===== config.mk =====
export PLATFORM = sky130hd
export DESIGN_NAME = command_line_tokenizer_unit
export DESIGN_NICKNAME = d
export VERILOG_FILES = /design/src/rtl/clt_pkg.sv /design/src/rtl/command_line_tokenizer_unit.sv
export SDC_FILE = /design/constraint.sdc
export NUM_CORES = 1
export LEC_CHECK = 0
export BUFFER_PORTS_ARGS = -buffer_cell sky130_fd_sc_hd__buf_2
export CAP_MARGIN = 20
export CORE_MARGIN = 8
export CORE_UTILIZATION = 35
export CTS_BUF_LIST = sky130_fd_sc_hd__clkbuf_16
export DETAILED_ROUTE_END_ITERATION = 8
export HOLD_SLACK_MARGIN = 0.02
export PLACE_DENSITY = 0.57
export SYNTH_ARGS = -nofsm -noshare
export SYNTH_HDL_FRONTEND = slang
export SYNTH_SLANG_ARGS = --single-unit

===== constraint.sdc =====
create_clock -name clk -period 2.4 [get_ports clk]
set_input_delay 0.24 -clock clk [delete_from_list [all_inputs] [get_ports clk]]
set_output_delay 0.24 -clock clk [all_outputs]
set_load 0.02 [all_outputs]

===== src/rtl/clt_pkg.sv =====
// Package for the command line tokenizer: byte classes, scan states and the step table.
`default_nettype none

package clt_pkg;

  // Byte classes.
  typedef logic [2:0] byte_class_t;
  localparam byte_class_t CLS_PLAIN  = 3'd0;
  localparam byte_class_t CLS_BLANK  = 3'd1;
  localparam byte_class_t CLS_BSLASH = 3'd2;
  localparam byte_class_t CLS_DQ     = 3'd3;
  localparam byte_class_t CLS_END    = 3'd4;
  localparam byte_class_t CLS_SQ     = 3'd5;
  localparam int unsigned NUM_CLASSES = 6;

  // Scan states; DONE and EMPTY_END are final and never held.
  typedef logic [3:0] scan_state_t;
  localparam scan_state_t ST_START     = 4'd0;
  localparam scan_state_t ST_DQUOTE    = 4'd1;
  localparam scan_state_t ST_DQ_ESC    = 4'd2;
  localparam scan_state_t ST_WORD      = 4'd3;
  localparam scan_state_t ST_ESC       = 4'd4;
  localparam scan_state_t ST_DONE      = 4'd5;
  localparam scan_state_t ST_SQUOTE    = 4'd6;
  localparam scan_state_t ST_SQ_ESC    = 4'd7;
  localparam scan_state_t ST_EMPTY_END = 4'd8;
  localparam int unsigned NUM_STATES   = 9;

  // Special characters.
  localparam logic [7:0] CHAR_EOS    = 8'h00;
  localparam logic [7:0] CHAR_TAB    = 8'h09;
  localparam logic [7:0] CHAR_SPACE  = 8'h20;
  localparam logic [7:0] CHAR_DQ     = 8'h22;
  localparam logic [7:0] CHAR_SQ     = 8'h27;
  localparam logic [7:0] CHAR_BSLASH = 8'h5C;

  // One table entry: keep flag and next state.
  typedef struct packed {
    logic        keep;
    scan_state_t next;
  } step_t;

  // Rows are states, columns are byte classes in the order listed above.
  localparam step_t STEP_TABLE [NUM_STATES][NUM_CLASSES] = '{
    '{ '{1'b1, ST_WORD},   '{1'b0, ST_START},  '{1'b0, ST_ESC},
       '{1'b0, ST_DQUOTE}, '{1'b0, ST_EMPTY_END}, '{1'b0, ST_SQUOTE} },
    '{ '{1'b1, ST_DQUOTE}, '{1'b1, ST_DQUOTE}, '{1'b0, ST_DQ_ESC},
       '{1'b0, ST_WORD},   '{1'b0, ST_DONE},   '{1'b1, ST_DQUOTE} },
    '{ '{1'b1, ST_DQUOTE}, '{1'b1, ST_DQUOTE}, '{1'b1, ST_DQUOTE},
       '{1'b1, ST_DQUOTE}, '{1'b0, ST_DONE},   '{1'b1, ST_DQUOTE} },
    '{ '{1'b1, ST_WORD},   '{1'b0, ST_DONE},   '{1'b0, ST_ESC},
       '{1'b0, ST_DQUOTE}, '{1'b0, ST_DONE},   '{1'b0, ST_SQUOTE} },
    '{ '{1'b1, ST_WORD},   '{1'b1, ST_WORD},   '{1'b1, ST_WORD},
       '{1'b1, ST_WORD},   '{1'b0, ST_DONE},   '{1'b1, ST_WORD} },
    '{ '{1'b0, ST_START},  '{1'b0, ST_START},  '{1'b0, ST_START},
       '{1'b0, ST_START},  '{1'b0, ST_START},  '{1'b0, ST_START} },
    '{ '{1'b1, ST_SQUOTE}, '{1'b1, ST_SQUOTE}, '{1'b0, ST_SQ_ESC},
       '{1'b1, ST_SQUOTE}, '{1'b0, ST_DONE},   '{1'b0, ST_WORD} },
    '{ '{1'b1, ST_SQUOTE}, '{1'b1, ST_SQUOTE}, '{1'b1, ST_SQUOTE},
       '{1'b1, ST_SQUOTE}, '{1'b0, ST_DONE},   '{1'b1, ST_SQUOTE} },
    '{ '{1'b0, ST_START},  '{1'b0, ST_START},  '{1'b0, ST_START},
       '{1'b0, ST_START},  '{1'b0, ST_START},  '{1'b0, ST_START} }
  };

  // Sort a byte into its class.
  function automatic byte_class_t classify(input logic [7:0] c);
    byte_class_t cls;
    priority if (c == CHAR_EOS)                        cls = CLS_END;
    else if (c == CHAR_BSLASH)                         cls = CLS_BSLASH;
    else if (c == CHAR_DQ)                             cls = CLS_DQ;
    else if (c == CHAR_SQ)                             cls = CLS_SQ;
    else if (c == CHAR_SPACE || c == CHAR_TAB)         cls = CLS_BLANK;
    else                                               cls = CLS_PLAIN;
    return cls;
  endfunction

endpackage

`default_nettype wire


===== src/rtl/command_line_tokenizer_unit.sv =====
// Command line tokenizer: input register, table step and result register.
//
// Usage: one byte of a command line enters per request on the s_ channel
// (s_tdata[7:0]); byte 0 ends the line. Each byte gives one result request on
// the m_ channel: the byte echoed, whether it is argument text, whether a
// non-empty argument ends on it, and the index of the argument it belongs to.
// m_tlast is high on the byte that ends the line.
// An accepted byte passes through the input register, then the result register,
// before it appears on m_. Throughput is one byte per cycle while the receiver
// takes results; the scan state loop is a single table lookup, updated when a byte
// moves from the input register into the result register.
// Reset (rst, synchronous) empties both registers and returns the scanner to
// the start of a line with argument index 0.
// When the receiver holds m_tready low, the result register holds its request
// and the input register still takes one more byte; s_tready then falls until
// the result is taken.
`default_nettype none

module command_line_tokenizer_unit
  import clt_pkg::*;
(
  input  wire logic        clk,
  input  wire logic        rst,
  // Input channel.
  input  wire logic        s_tvalid,
  output logic             s_tready,
  input  wire logic [7:0]  s_tdata,  // [7:0] in_byte
  // Result channel.
  output logic             m_tvalid,
  input  wire logic        m_tready,
  output logic [23:0]      m_tdata,  // [7:0] out_byte, [8] byte_kept, [9] token_end,
                                     // [17:10] token_index, [23:18] zero
  output logic             m_tlast   // line_end
);

  // Input register.
  logic       in_valid;
  logic [7:0] in_byte;

  // Scanner state.
  scan_state_t scan_state, scan_state_next;
  logic        token_has_text, token_has_text_next;
  logic        discard_rest, discard_rest_next;
  logic [7:0]  token_counter, token_counter_next;

  // Result register.
  logic       out_valid;
  logic [7:0] out_byte;
  logic       byte_kept;
  logic       token_end;
  logic       line_end;
  logic [7:0] token_index;

  // Step logic signals.
  logic        advance;
  byte_class_t cls;
  scan_state_t cur_state;
  step_t       entry;
  logic        is_final;
  logic        has_text;
  logic        kept_c;
  logic        tend_c;

  // Handshakes: the result register frees when empty or taken.
  assign advance  = !out_valid || m_tready;
  assign s_tready = !in_valid || advance;

  // Input register.
  always_ff @(posedge clk) begin
    if (rst) begin
      in_valid <= 1'b0;
    end else if (s_tready) begin
      in_valid <= s_tvalid;
    end
    if (s_tready && s_tvalid) begin
      in_byte <= s_tdata;
    end
  end

  // Classify and look up the table; stray states act as the start state.
  always_comb begin
    cls = classify(in_byte);
    if (scan_state >= scan_state_t'(NUM_STATES) || scan_state == ST_DONE ||
        scan_state == ST_EMPTY_END) begin
      cur_state = ST_START;
    end else begin
      cur_state = scan_state;
    end
    entry    = STEP_TABLE[cur_state][cls];
    is_final = (entry.next == ST_DONE) || (entry.next == ST_EMPTY_END);
    kept_c   = !discard_rest && entry.keep;
    has_text = token_has_text || entry.keep;
    tend_c   = !discard_rest && is_final && has_text;
  end

  // Next scanner state.
  always_comb begin
    scan_state_next     = scan_state;
    token_has_text_next = token_has_text;
    discard_rest_next   = discard_rest;
    token_counter_next  = token_counter;
    if (cls == CLS_END) begin
      scan_state_next     = ST_START;
      token_has_text_next = 1'b0;
      discard_rest_next   = 1'b0;
      token_counter_next  = 8'd0;
    end else if (!discard_rest) begin
      if (is_final) begin
        scan_state_next     = ST_START;
        token_has_text_next = 1'b0;
        if (has_text) begin
          if (token_counter != 8'hFF) begin
            token_counter_next = token_counter + 8'd1;
          end
        end else begin
          discard_rest_next = 1'b1;
        end
      end else begin
        scan_state_next     = entry.next;
        token_has_text_next = has_text;
      end
    end
  end

  // Scanner state registers.
  always_ff @(posedge clk) begin
    if (rst) begin
      scan_state     <= ST_START;
      token_has_text <= 1'b0;
      discard_rest   <= 1'b0;
      token_counter  <= 8'd0;
    end else if (advance && in_valid) begin
      scan_state     <= scan_state_next;
      token_has_text <= token_has_text_next;
      discard_rest   <= discard_rest_next;
      token_counter  <= token_counter_next;
    end
  end

  // Result register.
  always_ff @(posedge clk) begin
    if (rst) begin
      out_valid <= 1'b0;
    end else if (advance) begin
      out_valid <= in_valid;
    end
    if (advance && in_valid) begin
      out_byte    <= in_byte;
      byte_kept   <= kept_c;
      token_end   <= tend_c;
      line_end    <= (cls == CLS_END);
      token_index <= token_counter;
    end
  end

  assign m_tvalid = out_valid;
  assign m_tdata  = {6'd0, token_index, token_end, byte_kept, out_byte};
  assign m_tlast  = line_end;

  // While discarding, the scanner rests at the start with no text.
  assert property (@(posedge clk) disable iff (rst)
    discard_rest |-> (scan_state == ST_START && !token_has_text))
    else $error("scanner not idle while discarding");

  // A final state is never held.
  assert property (@(posedge clk) disable iff (rst)
    (scan_state != ST_DONE && scan_state != ST_EMPTY_END &&
     scan_state < scan_state_t'(NUM_STATES)))
    else $error("scanner holds a final or undefined state");

  // An end-of-line byte returns the scanner to its reset state.
  assert property (@(posedge clk) disable iff (rst)
    (advance && in_valid && cls == CLS_END) |=>
      (token_counter == 8'd0 && !discard_rest && !token_has_text &&
       scan_state == ST_START))
    else $error("line end did not clear the scanner");

  // Nothing is kept or ended while the rest of the line is discarded.
  assert property (@(posedge clk) disable iff (rst)
    (advance && in_valid && discard_rest) |=> (!byte_kept && !token_end))
    else $error("output while discarding");

endmodule

`default_nettype wire


==> qor.txt <==
slowest cell delay on critical path = 0.47 ns
DRC = 0
Synth-to-Final Area Change = 43.3%
fmax = 0.374 GHz
share of cells above drive strength 1 = 48.3%
Finished Cell Area = 0.00336 mm^2
Cells after Synth = 223
metal2 WL = 2900 um
Top FF cell, synth = edfxtp_1
Max Cap Viol = 0
main combinational cell family by area after synthesis = simple AND/OR/NAND/NOR gates
GPL Wtd Cong = 0.865
Synth Area in Compound Gates = 14.8%
Startpoint Class = flip-flop
asr flop ratio synth = 0%
top cell type's share of synthesized area = 34.6%
Warnings, synthesis = 0
slowest CP cell = edfxtp_1
endpoint type of the worst setup path = flip-flop
number of global-route vias before repair = 1949
synthesized cell area = 0.00234 mm^2
Max Slew Vio Count = 0
Pleak = 1.40 nW
post-synth cell types = 52
RSZ-0062 raised after global routing = true
highest metal used = met4
Total Die Area = 0.00957 mm^2
Syn Area/Cell = 10.5 um^2
xor/xnor share of the synthesized area = 0%
core area = 0.00664 mm^2
Starting Density = 35.3%
multiplexer share of the synthesized area = 2.56%
Die Y = 97.9 um
WL/cell = 14.9 um
row cnt = 30
GRT overflow = 0
final hold viol count = 0
leading area contributor after synthesis = edfxtp_1
initial drt markers = 130
Rel. slew slack = 58.1%
CTS tree = built
Worst Hold Class = input pin to flip-flop
# clock sinks = 43
Cell Area, Placed = 0.00292 mm^2
family with the most delay on the worst path = simple AND/OR/NAND/NOR gates
CTS Root Cell = clkbuf_16
fillers = 598
worst skew pair latency = 0.28 ns
Metal-1 WL = 2650 um
number of flops mapped to enable cells by yosys = 27
# port buffers = 32
Final Skew = 0.00164 ns
maximum clock insertion buffer count = 2
ranking of synthesized cells by area = edfxtp_1 (35%), dfxtp_1 (14%), a21oi_1 (3.8%)
first-pass GRT wire length = 9480 um
Max Fanout on Critical Path = 5
final WL = 5950 um
Setup CP Type = flip-flop to flip-flop
post-synthesis sequential area ratio = 48.2%
ant diodes = 0
via count = 2036
die width = 97.9 um
final setup margin = -0.271 ns
Worst IR Drop VDD = 0.312 mV
I/O pin count = 39
#FFs+latches synth = 43
Vias/cell = 5.10
DR pass1 iterations = 4
Setup-failing EPs final = 13
CP cell instances = nor4_4 -> nand4_2 -> and2_4 -> a41o_2 -> a221o_2 -> buf_6 -> nor3b_4 -> o21ai_2 -> nor3_2
Buf/Inv on CP = 1
Final min period = 2.67 ns
final worst-path cycle share = 111%
initial antenna violation count = 0
cts bufs inserted = 5
Power Density = 570 mW/mm^2
Worst Tran Pin Value = 0.626 ns
status = finished, violations left
total track usage = 12.0%
Worst-path clk slew = 0.06 ns
ANT nets after route = 0
area share of fa/ha/maj cells after synthesis = 3.74%
Arr. time, crit path = 2.70 ns
dpl hpwl = 4100 um
pin count of the biggest net entering global routing = 21
Synth Area in Simple Gates = 26.1%
failing checks = negative setup slack
DR WL met3 = 280 um
Worst EP required = 2.42 ns
Final Core Density = 50.6%
leading cell types in the layout, fill and taps excluded = buf_4 (57), buf_2 (32), edfxtp_1 (27)
H-tree Lvls = 2
most common cell after layout, fill and taps aside = buf_4
Layout Nets = 337
## power by group
| part | leakage [nW] | internal [mW] | total [mW] | switching (mW) |
|---|---|---|---|---|
| Combinational | 0.927 | 0.118 | 0.259 | 0.142 |
| Sequential | 0.382 | 0.815 | 0.833 | 0.0173 |
| Clock | 0.0925 | 0.554 | 0.824 | 0.270 |
## repair_timing
item | 4_1_cts | 5_1_grt
setup buffers | 9 | 6
cloned | 1 | 0
pin swaps | 13 | 10
gates resized for setup | 9 | 24
hold buffers | 0 | 0
setup endpoints to repair | 13 | 14
hold endpoints to repair | 0 | 0
## final timing paths
kind,from,end,slack (ns),cells past startpoint
setup / recovery,in_byte[3],token_end,-0.27,9
hold / removal,s_tdata[1],in_byte[1],0.13,1
setup reg to reg,in_byte[3],token_end,-0.27,9
hold reg to reg,token_counter[4],token_counter[4],0.49,2
## per-layer routing
layer / track usage (%) / vias up
met2: 19.2 / 48
met5: 0 / -
met4: 5.40 / 0
met1: 15.0 / 960
met3: 2.92 / 10
li1: - / 1018
## Yosys cell counts (all sizes together), types with 2 or more instances
| library cell | count |
|---|---|
| a32oi | 3 |
| buf | 9 |
| ha | 7 |
| o221ai | 2 |
| nand2b | 4 |
| and3 | 5 |
| nand3 | 7 |
| nor3 | 6 |
| inv | 7 |
| edfxtp | 27 |
| mux2i | 6 |
| a31oi | 4 |
| o211ai | 2 |
| dfxtp | 16 |
| or4 | 3 |
| o21ai | 4 |
| nor2b | 8 |
| nand4 | 9 |
| nand3b | 2 |
| nor2 | 20 |
| nand2 | 21 |
| or3 | 7 |
| a211oi | 4 |
| a21oi | 20 |
| and2 | 4 |
| nor3b | 2 |
## layout make-up
cell class	instances	area, um^2	share of cell area [%]
Timing Repair Buffer	92	631	18.8
Multi-Input combinational cell	169	1280	38.2
Tap cell	80	100	2.98
Sequential cell	43	1130	33.7
Clock buffer	6	150	4.47
Inverter	7	26.3	0.782
Clock inverter	2	36.3	1.08
## cell families (layout without fill, tap and decap cells)
family          after synthesis  in the layout
compound gates               46             46
mux                           6              6
flops                        43             43
buf+inv                      17            107
simple gates                103            104
fa+ha+maj                     7              7
other cells                   1              6
## flip-flops by register name, summed over array words and instances (netlist names), 4 cells and up
register and flops:
token_index 8, token_counter 8, scan_state 4, in_byte 8, out_byte 8
## stage by stage
stage	power, mW	setup TNS, ns	setup WS, ns	std cells	hold WS (ns)
2_1_floorplan	0.976	-0.00716	-0.00716	228	0.339
3_3_place_gp	1.07	-1.08	-0.133	375	0.418
3_5_place_dp	1.07	-2.47	-0.248	375	0.418
4_1_cts	1.91	-1.38	-0.161	393	0.129
5_1_grt	1.99	-3.78	-0.335	399	0.121
6_report	1.92	-2.44	-0.271	399	0.132
No activity file was read; power rests on OpenSTA's default activity.
